--- src/sv/sild_pkg.sv ---
package sild_pkg;

	localparam int MAX_LINES = 32;
	localparam int CNT_W     = 6;
	localparam int IDX_W     = 5;

	typedef enum logic [1:0] {
		MODE_EDGE   = 2'd0,
		MODE_TICK   = 2'd1,
		MODE_MASK   = 2'd2,
		MODE_UNMASK = 2'd3
	} mode_t;

	typedef enum logic [1:0] {
		REG_LINE_COUNT    = 2'd0,
		REG_FALLING_LINES = 2'd1,
		REG_RISING_LINES  = 2'd2,
		REG_LEVEL_LINES   = 2'd3
	} reg_idx_t;

	typedef struct packed {
		logic [CNT_W-1:0]     line_count;
		logic [MAX_LINES-1:0] falling_lines;
		logic [MAX_LINES-1:0] rising_lines;
		logic [MAX_LINES-1:0] level_lines;
	} cfg_t;

	typedef struct packed {
		logic                 common_level;
		logic [MAX_LINES-1:0] line_levels;
		logic [IDX_W-1:0]     line_index;
		mode_t                mode;
	} item_t;

	typedef struct packed {
		logic                 poll_active;
		logic [MAX_LINES-1:0] pending_mask;
		logic [MAX_LINES-1:0] fire_mask;
	} res_t;

endpackage

--- src/sv/sild_core.sv ---
module sild_core import sild_pkg::*; #(
	parameter int LINES = MAX_LINES
) (
	input  cfg_t             cfg,
	input  item_t            item,
	input  logic [LINES-1:0] enabled,
	input  logic [LINES-1:0] pending,
	input  logic             polling,
	output logic [LINES-1:0] enabled_nxt,
	output logic [LINES-1:0] pending_nxt,
	output logic             polling_nxt,
	output res_t             res
);

	localparam logic [CNT_W-1:0] LINES_CNT = CNT_W'(LINES);

	logic [CNT_W-1:0] n_eff;
	logic [LINES-1:0] in_use;
	logic [LINES-1:0] lev;
	logic [LINES-1:0] fall;
	logic [LINES-1:0] rise;
	logic [LINES-1:0] lvl;
	logic [LINES-1:0] cand;
	logic [LINES-1:0] lowest;
	logic [LINES-1:0] tick_fire;
	logic [LINES-1:0] tick_pend;
	logic [LINES-1:0] fire;
	logic             idx_ok;

	assign n_eff  = (cfg.line_count > LINES_CNT) ? LINES_CNT : cfg.line_count;
	assign lev    = item.line_levels[LINES-1:0];
	assign fall   = cfg.falling_lines[LINES-1:0];
	assign rise   = cfg.rising_lines[LINES-1:0];
	assign lvl    = cfg.level_lines[LINES-1:0];
	assign idx_ok = {1'b0, item.line_index} < n_eff;

	always_comb begin
		for (int i = 0; i < LINES; i++) begin
			in_use[i] = CNT_W'(i) < n_eff;
		end
	end

	// lowest enabled low falling line in use
	assign cand   = ~lev & enabled & fall & in_use;
	assign lowest = cand & (~cand + LINES'(1));

	always_comb begin
		for (int i = 0; i < LINES; i++) begin
			tick_fire[i] = 1'b0;
			tick_pend[i] = pending[i];
			if (in_use[i]) begin
				if (!lev[i]) begin
					tick_fire[i] = enabled[i] & fall[i] & (lvl[i] | ~pending[i]);
					tick_pend[i] = 1'b1;
				end else if (enabled[i] && pending[i]) begin
					tick_pend[i] = 1'b0;
				end else if (enabled[i] && rise[i]) begin
					tick_fire[i] = 1'b1;
				end
			end
		end
	end

	always_comb begin
		enabled_nxt = enabled;
		pending_nxt = pending;
		polling_nxt = polling;
		fire        = '0;
		unique case (item.mode)
			MODE_EDGE: begin
				polling_nxt = 1'b1;
				if (!item.common_level) begin
					pending_nxt = lowest;
					fire        = lowest;
				end
			end
			MODE_TICK: begin
				if (polling) begin
					if (item.common_level) begin
						pending_nxt = '0;
						polling_nxt = 1'b0;
					end else begin
						pending_nxt = tick_pend;
						fire        = tick_fire;
					end
				end
			end
			MODE_MASK: begin
				for (int i = 0; i < LINES; i++) begin
					if (idx_ok && item.line_index == IDX_W'(i)) enabled_nxt[i] = 1'b0;
				end
			end
			MODE_UNMASK: begin
				for (int i = 0; i < LINES; i++) begin
					if (idx_ok && item.line_index == IDX_W'(i)) enabled_nxt[i] = 1'b1;
				end
			end
			default: begin
				fire = '0;
			end
		endcase
	end

	assign res.fire_mask    = MAX_LINES'(fire);
	assign res.pending_mask = MAX_LINES'(pending_nxt);
	assign res.poll_active  = polling_nxt;

endmodule

--- src/sv/shared_irq_line_demux_unit.sv ---
// channel | dir | tdata (low bit up)                         | tuser
// s_*     | in  | line_index[4:0] line_levels[36:5] common[37] | mode[1:0]
// m_*     | out | fire_mask[31:0] pending_mask[63:32] poll[64] | -
// cfg_*   | in  | cfg_index selects register, cfg_data value   | -
//
// One item per cycle unless the output stalls. Path: input register,
// then the per-line update logic feeding the result register and state.
// Reset clears the configuration, the enable, pending and polling state
// and both valid flags; the item and result data registers are not reset.
// A stalled output holds its result; the input register takes an item
// while it is empty or its own item moves on to the result register.
module shared_irq_line_demux_unit import sild_pkg::*; #(
	parameter int LINES = MAX_LINES
) (
	input  logic        clk,
	input  logic        arst_n,
	input  logic        s_tvalid,
	output logic        s_tready,
	input  logic [39:0] s_tdata,   // line_index, line_levels, common_level, pad
	input  logic [1:0]  s_tuser,   // mode
	output logic        m_tvalid,
	input  logic        m_tready,
	output logic [71:0] m_tdata,   // fire_mask, pending_mask, poll_active, pad
	input  logic        cfg_we,
	input  logic [1:0]  cfg_index,
	input  logic [31:0] cfg_data
);

	cfg_t             cfg_q;
	item_t            item_s1;
	logic             valid_s1;
	res_t             res_s2;
	logic             valid_s2;
	logic [LINES-1:0] enabled_q;
	logic [LINES-1:0] pending_q;
	logic             polling_q;
	logic [LINES-1:0] enabled_nxt;
	logic [LINES-1:0] pending_nxt;
	logic             polling_nxt;
	res_t             res;
	item_t            item_in;
	logic             advance;

	assign item_in.mode         = mode_t'(s_tuser);
	assign item_in.line_index   = s_tdata[4:0];
	assign item_in.line_levels  = s_tdata[36:5];
	assign item_in.common_level = s_tdata[37];

	assign advance  = valid_s1 && (!valid_s2 || m_tready);
	assign s_tready = !valid_s1 || advance;
	assign m_tvalid = valid_s2;
	assign m_tdata  = {7'd0, res_s2};

	always_ff @(posedge clk or negedge arst_n) begin
		if (!arst_n) begin
			cfg_q <= '0;
		end else if (cfg_we) begin
			unique case (reg_idx_t'(cfg_index))
				REG_LINE_COUNT:    cfg_q.line_count    <= cfg_data[CNT_W-1:0];
				REG_FALLING_LINES: cfg_q.falling_lines <= cfg_data;
				REG_RISING_LINES:  cfg_q.rising_lines  <= cfg_data;
				REG_LEVEL_LINES:   cfg_q.level_lines   <= cfg_data;
				default:           cfg_q               <= cfg_q;
			endcase
		end
	end

	always_ff @(posedge clk or negedge arst_n) begin
		if (!arst_n) begin
			valid_s1 <= 1'b0;
		end else if (s_tready) begin
			valid_s1 <= s_tvalid;
		end
	end

	always_ff @(posedge clk) begin
		if (s_tvalid && s_tready) item_s1 <= item_in;
	end

	sild_core #(
		.LINES(LINES)
	) u_core (
		.cfg         (cfg_q),
		.item        (item_s1),
		.enabled     (enabled_q),
		.pending     (pending_q),
		.polling     (polling_q),
		.enabled_nxt (enabled_nxt),
		.pending_nxt (pending_nxt),
		.polling_nxt (polling_nxt),
		.res         (res)
	);

	always_ff @(posedge clk or negedge arst_n) begin
		if (!arst_n) begin
			enabled_q <= '0;
			pending_q <= '0;
			polling_q <= 1'b0;
			valid_s2  <= 1'b0;
		end else if (advance) begin
			enabled_q <= enabled_nxt;
			pending_q <= pending_nxt;
			polling_q <= polling_nxt;
			valid_s2  <= 1'b1;
		end else if (m_tready) begin
			valid_s2  <= 1'b0;
		end
	end

	always_ff @(posedge clk) begin
		if (advance) res_s2 <= res;
	end

`ifndef SYNTHESIS
	// pending bits only live while polling
	a_pend_needs_poll: assert property (@(posedge clk) disable iff (!arst_n)
		!polling_q |-> (pending_q == '0))
		else $error("pending set while not polling");

	a_edge_onehot: assert property (@(posedge clk) disable iff (!arst_n)
		(advance && item_s1.mode == MODE_EDGE) |=> $onehot0(res_s2.fire_mask))
		else $error("edge item fired more than one line");

	a_mask_no_fire: assert property (@(posedge clk) disable iff (!arst_n)
		(advance && (item_s1.mode == MODE_MASK || item_s1.mode == MODE_UNMASK))
		|=> (res_s2.fire_mask == '0))
		else $error("mask item fired a line");
`endif

endmodule
--- config.mk ---
export PLATFORM = sky130hd
export DESIGN_NAME = shared_irq_line_demux_unit
export DESIGN_NICKNAME = d
export VERILOG_FILES = /design/src/sv/sild_pkg.sv /design/src/sv/sild_core.sv /design/src/sv/shared_irq_line_demux_unit.sv
export SDC_FILE = /design/constraint.sdc
export NUM_CORES = 1
export LEC_CHECK = 0
export BUFFER_PORTS_ARGS = -buffer_cell sky130_fd_sc_hd__buf_2
export CORE_ASPECT_RATIO = 0.5
export CORE_MARGIN = 2
export CORE_UTILIZATION = 45
export DETAILED_ROUTE_END_ITERATION = 10
export PLACE_DENSITY = 0.69
export SKIP_LAST_GASP = 1
export SLEW_MARGIN = 20
export SYNTH_ARGS = -nofsm -noshare
export SYNTH_HDL_FRONTEND = slang
export SYNTH_SLANG_ARGS = --single-unit
--- constraint.sdc ---
create_clock -name clk -period 4.99 [get_ports clk]
set_clock_uncertainty 0.05 [all_clocks]
set_input_delay 0.998 -clock clk [delete_from_list [all_inputs] [get_ports clk]]
set_output_delay 0.998 -clock clk [all_outputs]
set_load 0.01 [all_outputs]
==> results.md, run 1 <==
- Top cell type's share of synthesized area: a little under a third
- CP max stage delay: between 0.7 and 0.8 ns
- Crit path capture type: register
- Least-Margin Pin Slew: around 1.1 ns
- Synth area leader: dfrtp_1
- Routed WL: roughly 40000 um
- Worst hold path type: register to register
- Clock tree sinks: roughly 270
- Sequential area share after synthesis: a little over half
- Layout Utilization: roughly 53%
- Detailed Route Iter0 Violations: ~1200
- Drt via density: ~6
- CP delay by family, top: compound AO/OA/AOI/OAI gates
- Synth warn: 0
- Final nets: 1415
- Status: complete, no violations
- Port bufs: about 150
- Synth cell types: 86
- CTS Hold Buffers Added: 0
- DR vias: about 11000
- Async S/R FF share, synth: between 60% and 70%
- Rows: between 40 and 50
- Post-Syn Instances: between 1000 and 1500
- Worst endpoint required time: approximately 5.4 ns
- LEAKAGE: 6.41 nW
- Synth Register Bits: between 200 and 300
- Post-DP HPWL: 27500 um
- Largest fanout on the critical path: 32
- Pin count of the biggest net entering global routing: between 100 and 150
- DR WL/cell: 22.9 um
- Avg Inst Size Synth: ~11 um^2
- Ratio of final minimum period to clock period: between 70% and 80%
- Htree depth: 1
- # DRC: 0
- Max clock buf depth: 3
- Initial Utilization: 46.1%
- Max Cap Viol: 0
- Total power: 6.51 mW
- Die Footprint: around 31000 um^2
- DIE WIDTH: roughly 250 um
- Final number of hold-violating endpoints: 0
- Total GRT Usage: 24.9%
- Routability cong.: roughly 0.96
- Netlist Area Pre-Place: about 13000 um^2
- Met3 usage: under 10%
- GRT busiest layer: met2
- Number of global-route vias before repair: roughly 10000
- Final TNS setup: 0 ns
- Latest clock arrival within the worst-skew pair: approximately 0.56 ns
- DRT Pass-1 Iters: 5
- ANT nets after route: 0
- Core area: between 20000 and 30000 um^2
- Ys flop type: dfrtp_1
- Top cells by area, synth: dfrtp_1 31%, edfxtp_1 23%, mux2_2 12%, o21ai_0 3.7%, nand2_1 2.7%
- CTS tree: built
- # Post-CTS Setup Buffers: 0
- Root buf cell: clkbuf_16
- CP cell instances: nor2b_1, inv_1, ha_1, a2111oi_0, o21ai_4, nor4_1, mux2_2
- Post-cts resize count: 0
- Slew margin rel.: 27.2%
- Pwr dens: ~420 nW/um^2
- RSZ-0062 raised after global routing: false
- Layout cell share with drive strength beyond 1: between 20% and 30%
- Grt ovf: 0
- Post-synth EDFFs: around 110
- WP data arrival: 4.17 ns
- Period minus WS final: between 3 and 4 ns
- Antenna Cells: 0
- GRT met1 Usage: 34.1%
- Startpoint Class: register
- Area Overhead vs Synth: 16.1%
- Ports: 155
- Slowest cell on crit path: dfrtp_1
- Global-route wire length before repair: just over 60000 um
- Setup CP Type: register to register
- Clock-pin slew on the worst setup and hold paths: approximately 0.070 ns
- Slew Viols, Final: 0
- Setup-failing EPs final: 0
- CTS Buf Count: 26
- WP buf/inv: 1
- Initial antenna violation count: 0
- Peak supply drop: about 0.27 mV
- Met2 usage: approximately two fifths
- Max Freq: between 0.2 and 0.3 GHz
- Die H: between 100 and 150 um
## path summary, 6_finish.rpt
path                                 end  slack, ns  cells after the start       from
max                         enabled_q[3]       1.21                      7  cfg_q[98]
min                            cfg_q[68]       0.45                      1  cfg_q[68]
max reg2reg                 enabled_q[3]       1.21                      7  cfg_q[98]
min reg2reg                    cfg_q[68]       0.45                      1  cfg_q[68]
max in group asynchronous  enabled_q[20]       3.49                      2     arst_n
min in group asynchronous       valid_s1       0.47                      1     arst_n
## layer usage
layer | share of wire, % | routed length, um
met1 | 41 | 16500
met2 | 46 | 18300
met3 | 10 | 4190
met4 | 2.3 | 907
met5 | 0 | 0
## registers in the layout, summed over array words and instances (netlist names)
| name | flops |
|---|---|
| polling_q | 1 |
| enabled_q | 32 |
| cfg_q | 102 |
| item_s1 | 40 |
| pending_q | 32 |
| valid_s1 | 1 |
| m_tdata | 65 |
| m_tvalid | 1 |
## cells in the mapped netlist, types with 15 or more instances
library cell,number
edfxtp_1,105
mux2_2,143
a21oi_1,51
nand2_1,95
nor4_1,15
nor2_1,51
clkbuf_1,38
nand3_1,55
a31oi_1,20
nor3_1,36
nand4_1,23
inv_1,43
o21ai_0,100
dfrtp_1,169
## area by class of cell
type,count,area (um^2)
Timing Repair Buffer,171,942
Clock buffer,30,707
Multi-Input combinational cell,812,5630
Tap cell,391,489
Fill cell,2483,13600
Inverter,45,171
Clock inverter,18,284
Sequential cell,274,7380
## cells by family after synthesis
logic type / count (synthesis) / synth area share [%]
AOI/OAI and AO/OA: 290 / 14.3
adders and majority gates: 4 / 0.372
buffers and inverters: 114 / 3.65
DFF: 274 / 54.9
muxes: 146 / 12.2
other: 1 / 0.0279
and+or+nand+nor: 365 / 14.5
## power by group
part | switching [mW] | internal, mW | total [mW]
clock | 0.908 | 1.38 | 2.29
combinational | 0.777 | 0.492 | 1.27
sequential | 0.249 | 2.70 | 2.95
total | 1.93 | 4.58 | 6.51
## worst reg2reg max path: stages (launching register included)
cell and delay, ns:
dfrtp_1 0.74, nor2b_1 0.51, inv_1 0.10, ha_1 0.29
a2111oi_0 0.74, o21ai_4 0.38, nor4_1 0.48, mux2_2 0.38
## layout by cell type (no fill, tap or decap), types with 6 or more instances in the layout
master	instances
a211oi_1	14
a21boi_0	6
a21o_1	9
a21oi_1	50
a22oi_1	10
a31oi_1	20
buf_2	144
buf_4	25
bufinv_16	7
clkbuf_16	27
conb_1	7
dfrtp_1	169
edfxtp_1	105
inv_1	42
mux2_2	143
nand2_1	95
nand2b_1	12
nand3_1	54
nand3b_1	14
nand4_1	23
nor2_1	51
nor2b_1	14
nor3_1	36
nor4_1	15
o2111ai_1	6
o21ai_0	100
o31ai_1	7
o31ai_2	6
or3_1	9
## per-stage QoR
stage | hold slack, ns | instance area, um^2 | setup WS [ns] | instances
finish | 0.446 | 15600 | 1.21 | 1741
CTS | 0.448 | 15600 | 1.32 | 1741
detailed placement | 0.435 | 14600 | 1.36 | 1693
floorplan | 0.407 | 13500 | 0.837 | 1200
global route | 0.460 | 15600 | 1.02 | 1741
global placement | 0.425 | 14600 | 1.41 | 1693
No activity file was read; power rests on OpenSTA's default activity.
==> run 2, diff against run 1 <==
- PLACE_DENSITY: 0.69 -> 0.72
- clock period: 4.99 -> 3.4 ns (I/O delays scaled with it)
==> results.md, run 2 (synthesis gave the netlist of run 1 again) <==
- Layout cell share with drive strength beyond 1: 30.9%
- Slew Viols, Final: 0
- Max Cap Viol: 0
- Ports: about 160
- Least-Margin Pin Slew: approximately 1.1 ns
- Post-Place Cells: roughly 1700
- Antenna Cells: 0
- Rows: between 40 and 50
- RSZ-0062 raised after global routing: false
- DRT Pass-1 Iters: 5
- Ratio of final minimum period to clock period: between 90 and 100%
- Slowest cell on crit path: dfrtp_1
- Status: complete, no violations
- ANT nets after route: 0
- Hold slack: between 0.06 and 0.07 ns
- Largest reg by FF count: cfg_q
- Commonest non-fill, non-tap cells in the layout: 169 x dfrtp_1, 144 x buf_2, 143 x mux2_2
- Max Freq: between 0.3 and 0.4 GHz
- Worst R2R Path Depth: 9
- LEAKAGE: between 6 and 7 nW
- Initial Utilization: ~46%
- Clock-pin slew on the worst setup and hold paths: 0.07 ns
- Post-cts resize count: 0
- CTS Buf Count: 26
- Clock tree sinks: roughly 270
- Slew margin rel.: approximately a quarter
- Worst hold path type: primary input to async pin
- WP buf/inv: 3
- Peak supply drop: roughly 0.33 mV
- Crit path capture type: register
- DIE WIDTH: approximately 250 um
- Setup CP Type: register to register
- Htree depth: 1
- Worst Setup SP: cfg_q[98]
- CTS tree: built
- Critical path depth: 9
- Root buf cell: clkbuf_16
- CP delay by family, top: flip-flops
- Latest clock arrival within the worst-skew pair: roughly 0.56 ns
- Period minus WS final: 3.18 ns
- Largest fanout on the critical path: 16
- CP max stage delay: 0.68 ns
- DR vias: 11000
- Worst r2r src: cfg_q[98]
- Pwr dens: slightly below 600 nW/um^2
- Global-route wire length before repair: about 63000 um
- Worst endpoint required time: around 3.8 ns
- # DRC: 0
- Final nets: between 1000 and 1500
- WP data arrival: between 3 and 4 ns
- Area Overhead vs Synth: 17.7%
- Grt ovf: 0
- Routed WL: 41100 um
- Post-Layout Cell Count: between 1500 and 2000
- Most used cell, CP: buf_4
- Post-DP HPWL: ~29000 um
- # Post-CTS Setup Buffers: 0
- Max clock buf depth: 3
- Startpoint Class: register
- Detailed Route Iter0 Violations: approximately 1200
- CP cell instances: buf_4, nor2b_1, inv_1, ha_1, a2111oi_0, o21ai_2, buf_4, or3_1, mux2_1
- Port bufs: about 150
- Initial antenna violation count: 0
- Setup-failing EPs final: 0
- Number of global-route vias before repair: roughly 11000
- DR WL/cell: about 23 um
- Die H: about 130 um
- Pin count of the biggest net entering global routing: a little under 70
- Die Footprint: approximately 31000 um^2
- Routability cong.: 0.978
- Final number of hold-violating endpoints: 0
- Drt via density: ~6.2
- Total GRT Usage: between 20 and 30%
- Core area: just under 30000 um^2
- Final TNS setup: 0 ns
- CTS Hold Buffers Added: 0
- Commonest non-fill, non-tap cell in the layout: dfrtp_1
- Max reg flops: around 100
==> run 2: through the flow <==
step | cell area [um^2] | setup slack, ns | total power, mW | util [%]
floorplan | 13500 | 0.0854 | 5.48 | -
global placement | 14900 | 0.323 | 6.21 | 51.2
detailed placement | 14900 | 0.260 | 6.32 | 51.2
CTS | 15800 | 0.243 | 9.36 | 54.2
global route | 15800 | 0.0112 | 9.74 | 54.2
finish | 15800 | 0.219 | 9.38 | 54.2
==> run 2: routing by layer <==
layer / vias to the layer above / share of wire (%) / track usage [%]
li1: 4843 / - / -
met1: 5562 / 41 / 35.4
met2: 510 / 46 / 41.3
met3: 103 / 9.5 / 5.58
met4: 0 / 3.4 / 8.84
met5: - / 0 / 0
==> run 2: final cells by class <==
type | count | area [um^2]
Clock buffer | 32 | 704
Clock inverter | 16 | 183
Fill cell | 2474 | 13300
Inverter | 45 | 171
Multi-Input combinational cell | 812 | 5620
Sequential cell | 274 | 7380
Tap cell | 391 | 489
Timing Repair Buffer | 213 | 1280
==> run 2: final timing paths <==
check,endpoint,slack [ns]
worst max-delay path,enabled_q[24],0.22
worst min-delay path,m_tvalid,0.07
max in group asynchronous,pending_q[8],2.41
worst max register to register,enabled_q[24],0.22
min in group clk,item_s1[17],0.24
worst min register to register,cfg_q[21],0.45
==> run 2: report_power, final <==
part | total [mW] | switching (mW) | internal [mW]
logic | 1.98 | 1.17 | 0.810
registers | 4.33 | 0.364 | 3.96
clock network | 3.07 | 1.35 | 1.72
==> run 3, diff against run 2 <==
- CTS_BUF_LIST: not set -> sky130_fd_sc_hd__clkbuf_8
- PLACE_DENSITY: 0.72 -> 0.63
==> results.md, run 3 (synthesis gave the netlist of run 1 again) <==
- Design area: between 15000 and 20000 um^2
- Area Overhead vs Synth: 16.9%
- # Post-CTS Setup Buffers: 0
- Largest reg by FF count: cfg_q
- Routed WL: 40700 um
- Detailed Route Iter0 Violations: a little under 1000
- Slowest cell on crit path: or4_1
- WP data arrival: 3.61 ns
- CP cell instances: or4_1, o211a_2, nor3_4, and2_1, nand2_1, o31ai_1
- Layout cell share with drive strength beyond 1: between 30% and 40%
- Initial antenna violation count: 0
- Startpoint Class: register
- CTS Buf Count: 42
- DR vias: 10800
- Largest fanout on the critical path: 10
- Latest clock arrival within the worst-skew pair: 0.58 ns
- Crit path capture type: register
- Die Footprint: 31400 um^2
- DRT Pass-1 Iters: 6
- Slew Viols, Final: 0
- Worst hold path type: primary input to async pin
- RSZ-0062 raised after global routing: false
- Routability cong.: around 0.95
- Reg power frac: approximately half
- Pwr dens: 566 nW/um^2
- Reg2reg setup slack: 0.12 ns
- Global-route wire length before repair: ~62000 um
- Setup CP Type: register to register
- LEAKAGE: between 6 and 7 nW
- Worst endpoint required time: around 3.7 ns
- Commonest non-fill, non-tap cells in the layout: 169 x dfrtp_1, 144 x buf_2, 143 x mux2_2
- Max Freq: slightly above 0.3 GHz
- WP buf/inv: 0
- Total GRT Usage: 25.7%
- Internal: ~6.1 mW
- Ratio of final minimum period to clock period: between 90 and 100%
- Die H: ~130 um
- Post-DP HPWL: between 20000 and 30000 um
- Commonest non-fill, non-tap cell in the layout: dfrtp_1
- CTS tree: built
- Pin count of the biggest net entering global routing: 67
- Slew margin rel.: a little under a quarter
- Clock-pin slew on the worst setup and hold paths: 0.07 ns
- Final nets: between 1000 and 1500
- ANT nets after route: 0
- CP delay by family, top: simple AND/OR/NAND/NOR gates
- Peak supply drop: between 0.2 and 0.25 mV
- DIE WIDTH: around 250 um
- Final TNS setup: 0 ns
- Period minus WS final: between 3 and 4 ns
- Clock tree sinks: 274
- Drt via density: between 5 and 6
- Net Sw Frac: about a third
- Port bufs: 145
- Filler instances: between 2000 and 3000
- Rows: between 40 and 50
- Grt ovf: 0
- Ports: ~160
- Number of global-route vias before repair: around 11000
- Setup-failing EPs final: 0
- CP max stage delay: slightly below 0.7 ns
- Least-Margin Pin Slew: around 1.1 ns
- # DRC: 0
- Antenna Cells: 0
- Htree depth: 2
- Max clock buf depth: 3
- Status: complete, no violations
- Placed cell areas: about 15000 um^2
- Max reg flops: 102
- Clock power share: between 20% and 30%
- Max Cap Viol: 0
- DR WL/cell: about 23 um
- NetSw: 2.84 mW
- Initial Utilization: between 40% and 50%
- Root buf cell: clkbuf_8
- Final number of hold-violating endpoints: 0
- Core area: approximately 30000 um^2
- Comb pwr share: ~22%
run 3: cell types whose count changed in the layout (fill, tap and decap cells not counted), moves of 2 or more:
cell,change
clkinv_4,-4
clkinvlp_4,-3
clkbuf_1,-4
buf_4,-5
clkinv_2,+5
bufinv_16,-3
inv_6,-2
clkinv_1,+2
clkbuf_16,-27
inv_1,+18
clkbuf_8,+47
run 3: power groups by stage:
stage               Clock (mW)  Sequential [mW]  Combinational (mW)
finish                    2.61             4.32                1.95
global route              2.81             4.38                2.11
CTS                       2.66             4.32                1.92
detailed placement           0             4.38                1.91
global placement             0             4.35                1.85
floorplan                    0             4.29                1.20
run 3: area by class of cell:
class                           count  area [um^2]  area share, %
Timing Repair Buffer              209         1260           8.03
Tap cell                          391          489           3.11
Inverter                           45          171           1.09
Sequential cell                   274         7380           47.0
Clock buffer                       48          661           4.20
Clock inverter                     29          118          0.748
Multi-Input combinational cell    812         5630           35.8
run 3: final timing paths:
path,start,endpoint,cells after the start
min in group clk,s_tdata[20],item_s1[22],1
hold reg to reg,valid_s1,m_tvalid,1
setup reg to reg,cfg_q[99],m_tdata[15],6
setup / recovery,cfg_q[99],m_tdata[15],6
hold / removal,arst_n,valid_s1,1
max in group asynchronous,arst_n,cfg_q[92],2
run 3: metrics by stage:
step / worst slack [ns] / hold slack, ns / instances / utilization, % / power [mW]
global route: 0.0460 / 0.0801 / 1808 / 53.9 / 9.31
CTS: 0.0152 / 0.0599 / 1808 / 53.8 / 8.90
detailed placement: 0.0422 / 0.437 / 1731 / 51.2 / 6.29
finish: 0.119 / 0.0566 / 1808 / 53.9 / 8.89
global placement: 0.139 / 0.423 / 1731 / 51.1 / 6.20
floorplan: 0.0854 / 0.334 / 1200 / - / 5.48
run 3: metal layers:
layer | wire length (um) | up-vias | global-route usage, %
met4 | 978 | 0 | 7.50
met5 | 0 | - | 0
met2 | 18300 | 488 | 39.3
met3 | 3930 | 98 | 7.05
li1 | - | 4859 | -
met1 | 17500 | 5390 | 35.9
run 3: repair_timing:
| item | CTS | global route |
|---|---|---|
| resized for setup | 0 | 2 |
| hold buffers | 0 | 0 |
| setup endpoints to repair | 0 | 32 |
